`src/design/cdw_pkg.sv`:
```
package cdw_pkg;

  localparam int unsigned MaxDigits = 10;
  localparam int unsigned DigitLimit = (MaxDigits < 10) ? MaxDigits : 10;
  localparam int unsigned DigitIdxW = (DigitLimit > 1) ? $clog2(DigitLimit) : 1;

  localparam int unsigned QueueDepth = 2;
  localparam int unsigned QueueAddrW = (QueueDepth > 1) ? $clog2(QueueDepth) : 1;
  localparam int unsigned QueueCntW = $clog2(QueueDepth + 1);

  localparam logic [7:0] WrapColumnRst = 8'd16;
  localparam logic [7:0] LineTwoRst = 8'hc0;
  localparam logic [7:0] AsciiZero = 8'd48;
  localparam logic [31:0] RecipTen = 32'hcccccccd;
  localparam int unsigned RecipShift = 35;

  typedef enum logic [1:0] {
    OP_CHAR = 2'd0,
    OP_CMD  = 2'd1,
    OP_NUM  = 2'd2,
    OP_NONE = 2'd3
  } op_e;

  typedef enum logic {
    REG_WRAP_COLUMN = 1'b0,
    REG_LINE_TWO    = 1'b1
  } reg_e;

  typedef struct packed {
    op_e         kind;
    logic [31:0] value;
  } item_t;

  typedef struct packed {
    logic  valid;
    item_t item;
  } queue_head_t;

endpackage

```
`src/design/cdw_front.sv`:
```
module cdw_front (
  input  logic                clk_i,
  input  logic                rst_ni,
  input  logic                push,
  output logic                full,
  input  logic [1:0]          op_i,
  input  logic [31:0]         value_i,
  output cdw_pkg::queue_head_t head_o,
  input  logic                head_pop_i
);
  import cdw_pkg::*;

  item_t                 entries_q [QueueDepth];
  logic [QueueAddrW-1:0] wr_ptr_q, wr_ptr_d;
  logic [QueueAddrW-1:0] rd_ptr_q, rd_ptr_d;
  logic [QueueCntW-1:0]  count_q, count_d;
  op_e                   kind;
  logic                  enq;
  logic                  deq;

  // classify the incoming op, unused codes are dropped
  always_comb begin
    case (op_i)
      OP_CHAR: kind = OP_CHAR;
      OP_CMD:  kind = OP_CMD;
      OP_NUM:  kind = OP_NUM;
      default: kind = OP_NONE;
    endcase
  end

  assign full = (count_q == QueueCntW'(QueueDepth));
  assign enq  = push && !full && (kind != OP_NONE);
  assign deq  = head_pop_i && (count_q != '0);

  assign head_o.valid = (count_q != '0);
  assign head_o.item  = entries_q[rd_ptr_q];

  always_comb begin
    wr_ptr_d = wr_ptr_q;
    rd_ptr_d = rd_ptr_q;
    count_d  = count_q;
    if (enq) begin
      wr_ptr_d = (wr_ptr_q == QueueAddrW'(QueueDepth - 1)) ? '0 : wr_ptr_q + 1'b1;
    end
    if (deq) begin
      rd_ptr_d = (rd_ptr_q == QueueAddrW'(QueueDepth - 1)) ? '0 : rd_ptr_q + 1'b1;
    end
    case ({enq, deq})
      2'b10:   count_d = count_q + 1'b1;
      2'b01:   count_d = count_q - 1'b1;
      default: count_d = count_q;
    endcase
  end

  always_ff @(posedge clk_i or negedge rst_ni) begin
    if (!rst_ni) begin
      wr_ptr_q <= '0;
      rd_ptr_q <= '0;
      count_q  <= '0;
    end else begin
      wr_ptr_q <= wr_ptr_d;
      rd_ptr_q <= rd_ptr_d;
      count_q  <= count_d;
    end
  end

  always_ff @(posedge clk_i) begin
    if (enq) begin
      entries_q[wr_ptr_q] <= '{kind: kind, value: value_i};
    end
  end

endmodule

```
`config.mk`:
```
export PLATFORM = sky130hd
export DESIGN_NAME = cdw_front
export DESIGN_NICKNAME = d
export VERILOG_FILES = /design/src/design/cdw_pkg.sv /design/src/design/cdw_front.sv
export SDC_FILE = /design/constraint.sdc
export NUM_CORES = 1
export LEC_CHECK = 0
export BUFFER_PORTS_ARGS = -buffer_cell sky130_fd_sc_hd__buf_2
export CORE_ASPECT_RATIO = 0.8
export CORE_UTILIZATION = 55
export DETAILED_ROUTE_END_ITERATION = 7
export GPL_TIMING_DRIVEN = 1
export PLACE_DENSITY_LB_ADDON = 0.3
export SETUP_SLACK_MARGIN = 0.5
export SKIP_CTS_REPAIR_TIMING = 1
export SLEW_MARGIN = 20
export SYNTH_ARGS = -nofsm -noshare
export SYNTH_HDL_FRONTEND = slang
export SYNTH_SLANG_ARGS = --single-unit
```
`constraint.sdc`:
```
create_clock -name clk_i -period 4.2 [get_ports clk_i]
set_input_delay 0.63 -clock clk_i [delete_from_list [all_inputs] [get_ports clk_i]]
set_output_delay 0.63 -clock clk_i [all_outputs]
set_load 0.005 [all_outputs]
```
==> flow_summary.yaml <==
place:
  place.gp.congestion: 0.637
  port_buffers: 73
  place_inst: 255
cts:
  clkSlewWorstSetupHoldPaths_ps: 70
  h-tree-depth: 3
  cts_tree: "yes"
  cts.sinks: 72
  cts.path.max_buffers: 2
  cts-root-buf: "clkbuf_8"
  clk-insertion-delay-late_ps: 340
  numCtsBuffers: 9
timing:
  tns_ps: 0
  finClkSkew_ps: 4.14
  slew-limit-headroom_pct: 34.9
  fmax_ghz: 0.390
  setup_viol: 0
  drv_slew: 0
  period_share_pct: 61.0
  hold_viol_final: 0
  rsz0062_at_grt: "false"
  worst_slew_pin_slew_ps: 975
  period_needed_ps: 2560
power:
  pwr_density_cell_mw_per_mm2: 656
  power_mw: 2.19
  peakVddDrop_uv: 412
  power.leakage_nw: 1.27
setup_path:
  critPathRequiredTime_ps: 3570
  critPathLaunchType: "flop"
  crit_fanout: 24
  worstPathCellList: "buf_4 -> mux2_2 -> buf_2"
  worstPathArrival_ps: 1930
  endpoint_kind: "output port"
  path_delay_family: "flip-flops"
  max_stage_delay_ps: 650
  crit_buf_inv: 2
  critical_path_class: "flop to output port"
  critPathSlowestCell: "dfrtp_1"
floorplan:
  io_pins: 74
  core_area_mm2: 0.00465
  num_rows: 22
  start_util_pct: 58.0
  die_h_um: 64.7
  die_width_um: 80.3
  die_area_mm2: 0.00519
detailed_routing:
  viasPerCell: 5.02
  drt_pass1_iterations: 4
  wl_per_cell_um: 16.0
  drt-total-wl_mm: 4.33
  vias: 1361
  drc: 0
  ant_nets: 0
  drt_iter0_markers: 57
grt:
  grt.busiest_layer: "met2"
  met1_usage_pct: 21.9
  grt_pass1_wl_mm: 6.56
  grt_pass1_vias: 1408
  antenna_found_initial: 0
  grt_use_met2_pct: 27.8
  grt_overflow: 0
  grt_use_total_pct: 18.7
  grt_use_met3_pct: 11.4
  grt_start_max_net_pins: 35
outcome:
  status: "complete, no violations"
synthesis:
  synthFlopType: "edfxtp_1"
  yosysSeqAreaShare_pct: 79.4
  yosysWarnings: 0
  synth_seq_cells: 72
  syn_area_per_cell_um2: 21.3
  netlist.area_leader.share_pct: 75.7
  ys_top_cells_by_area: "edfxtp_1 (76%), mux2_2 (14%), dfrtp_1 (3.7%)"
  yosysMostFrequentCell: "edfxtp_1"
  syn-cell-area_mm2: 0.00270
  synthesis.nets: 166
  syn-instance-count: 127
  ys_types: 15
  synthArstFlopShare_pct: 5.56
  synth_edf_count: 68
  synthTopCellsByCount: "edfxtp_1 (68), mux2_2 (34), buf_6 (4), dfrtp_1 (4)"
  yosysTopAreaCell: "edfxtp_1"
final_layout:
  drive_gt1_share_pct: 60.7
  fin_util_pct: 71.9
  final_nets: 245
  antenna_cells: 0
  nFillCells: 286
  syn_to_final_growth_pct: 23.9
  final-instance-count-excl-fill: 271
hold_path:
  hold_class: "input port to async pin"
job:
  maxCapViolations: 0
-- layer usage --
metal | vias up | routed length [µm]
met2 | 50 | 2120
met1 | 661 | 1780
met4 | 0 | 51
met3 | 6 | 373
met5 | - | 0
li1 | 644 | -
-- metrics by stage --
| stage | setup slack, ps | hold slack (ps) | instance area, µm² |
|---|---|---|---|
| after detailed placement | 2000 | 440 | 3110 |
| after global placement | 2060 | 440 | 3110 |
| final | 1640 | 83.1 | 3340 |
| after floorplan | 1510 | 334 | 2700 |
| after CTS | 1620 | 70.4 | 3340 |
| after global routing | 1540 | 64.8 | 3340 |
-- cells by family (layout without fill, tap and decap cells) --
| kind of cell | after synthesis | count (layout) | share of synthesized area (%) |
|---|---|---|---|
| xor gates and xnor gates | 5 | 5 | 1.62 |
| buffers and inverters | 7 | 91 | 2.09 |
| adders and majority gates | 1 | 1 | 0.464 |
| DFF | 72 | 72 | 79.4 |
| and+or+nand+nor | 8 | 8 | 2.27 |
| muxes | 34 | 34 | 14.2 |
-- power breakdown --
group | total, mW | switching (mW) | internal [mW]
registers | 1.01 | 0.0657 | 0.947
clock network | 0.625 | 0.236 | 0.389
logic | 0.556 | 0.254 | 0.302
total | 2.19 | 0.556 | 1.64
-- flip-flops by register name, indices dropped and copies added, names as in the netlist --
| signal | flops |
|---|---|
| wr_ptr_q | 1 |
| count_q | 2 |
| entries_q | 68 |
| rd_ptr_q | 1 |
-- layout by cell type (no fill, tap or decap), drive strengths merged --
cell,n
ha,1
dfrtp,4
nor2b,1
xor2,2
buf,74
nand3b,1
clkinvlp,1
or2,1
nor2,3
bufinv,3
clkinv,3
mux2,34
and2,1
edfxtp,68
clkbuf,9
inv,1
xnor2,3
nand2,1
-- path summary, 6_finish.rpt --
path,startpoint,endpoint,slack [ps],cells after the start
max,rd_ptr_q$_DFFE_PN0P_,head_o[30],1640,3
min,rst_ni,rd_ptr_q$_DFFE_PN0P_,80,1
max reg2reg,count_q[1]$_DFFE_PN0P_,entries_q[0][30]$_DFFE_PP_,2280,3
min reg2reg,count_q[1]$_DFFE_PN0P_,count_q[1]$_DFFE_PN0P_,510,1
max in group asynchronous,rst_ni,count_q[0]$_DFFE_PN0P_,4000,1
min in group clk_i,value_i[9],entries_q[1][9]$_DFFE_PP_,480,1
-- worst register-to-register path, cell delays in order, from the launching register on --
cell	delay (ps)
dfrtp_1	410
nor2b_2	160
nand3b_4	200
nor2_4	760
-- layout make-up --
| type | instances | area, µm² | area share (%) |
|---|---|---|---|
| Sequential cell | 72 | 2140 | 64.1 |
| Multi-Input combinational cell | 48 | 515 | 15.4 |
| Timing Repair Buffer | 74 | 373 | 11.2 |
| Clock buffer | 9 | 124 | 3.71 |
| Clock inverter | 7 | 110 | 3.29 |
| Tap cell | 60 | 75.1 | 2.25 |
| Inverter | 1 | 3.75 | 0.112 |
No activity file was read; power rests on OpenSTA's default activity.
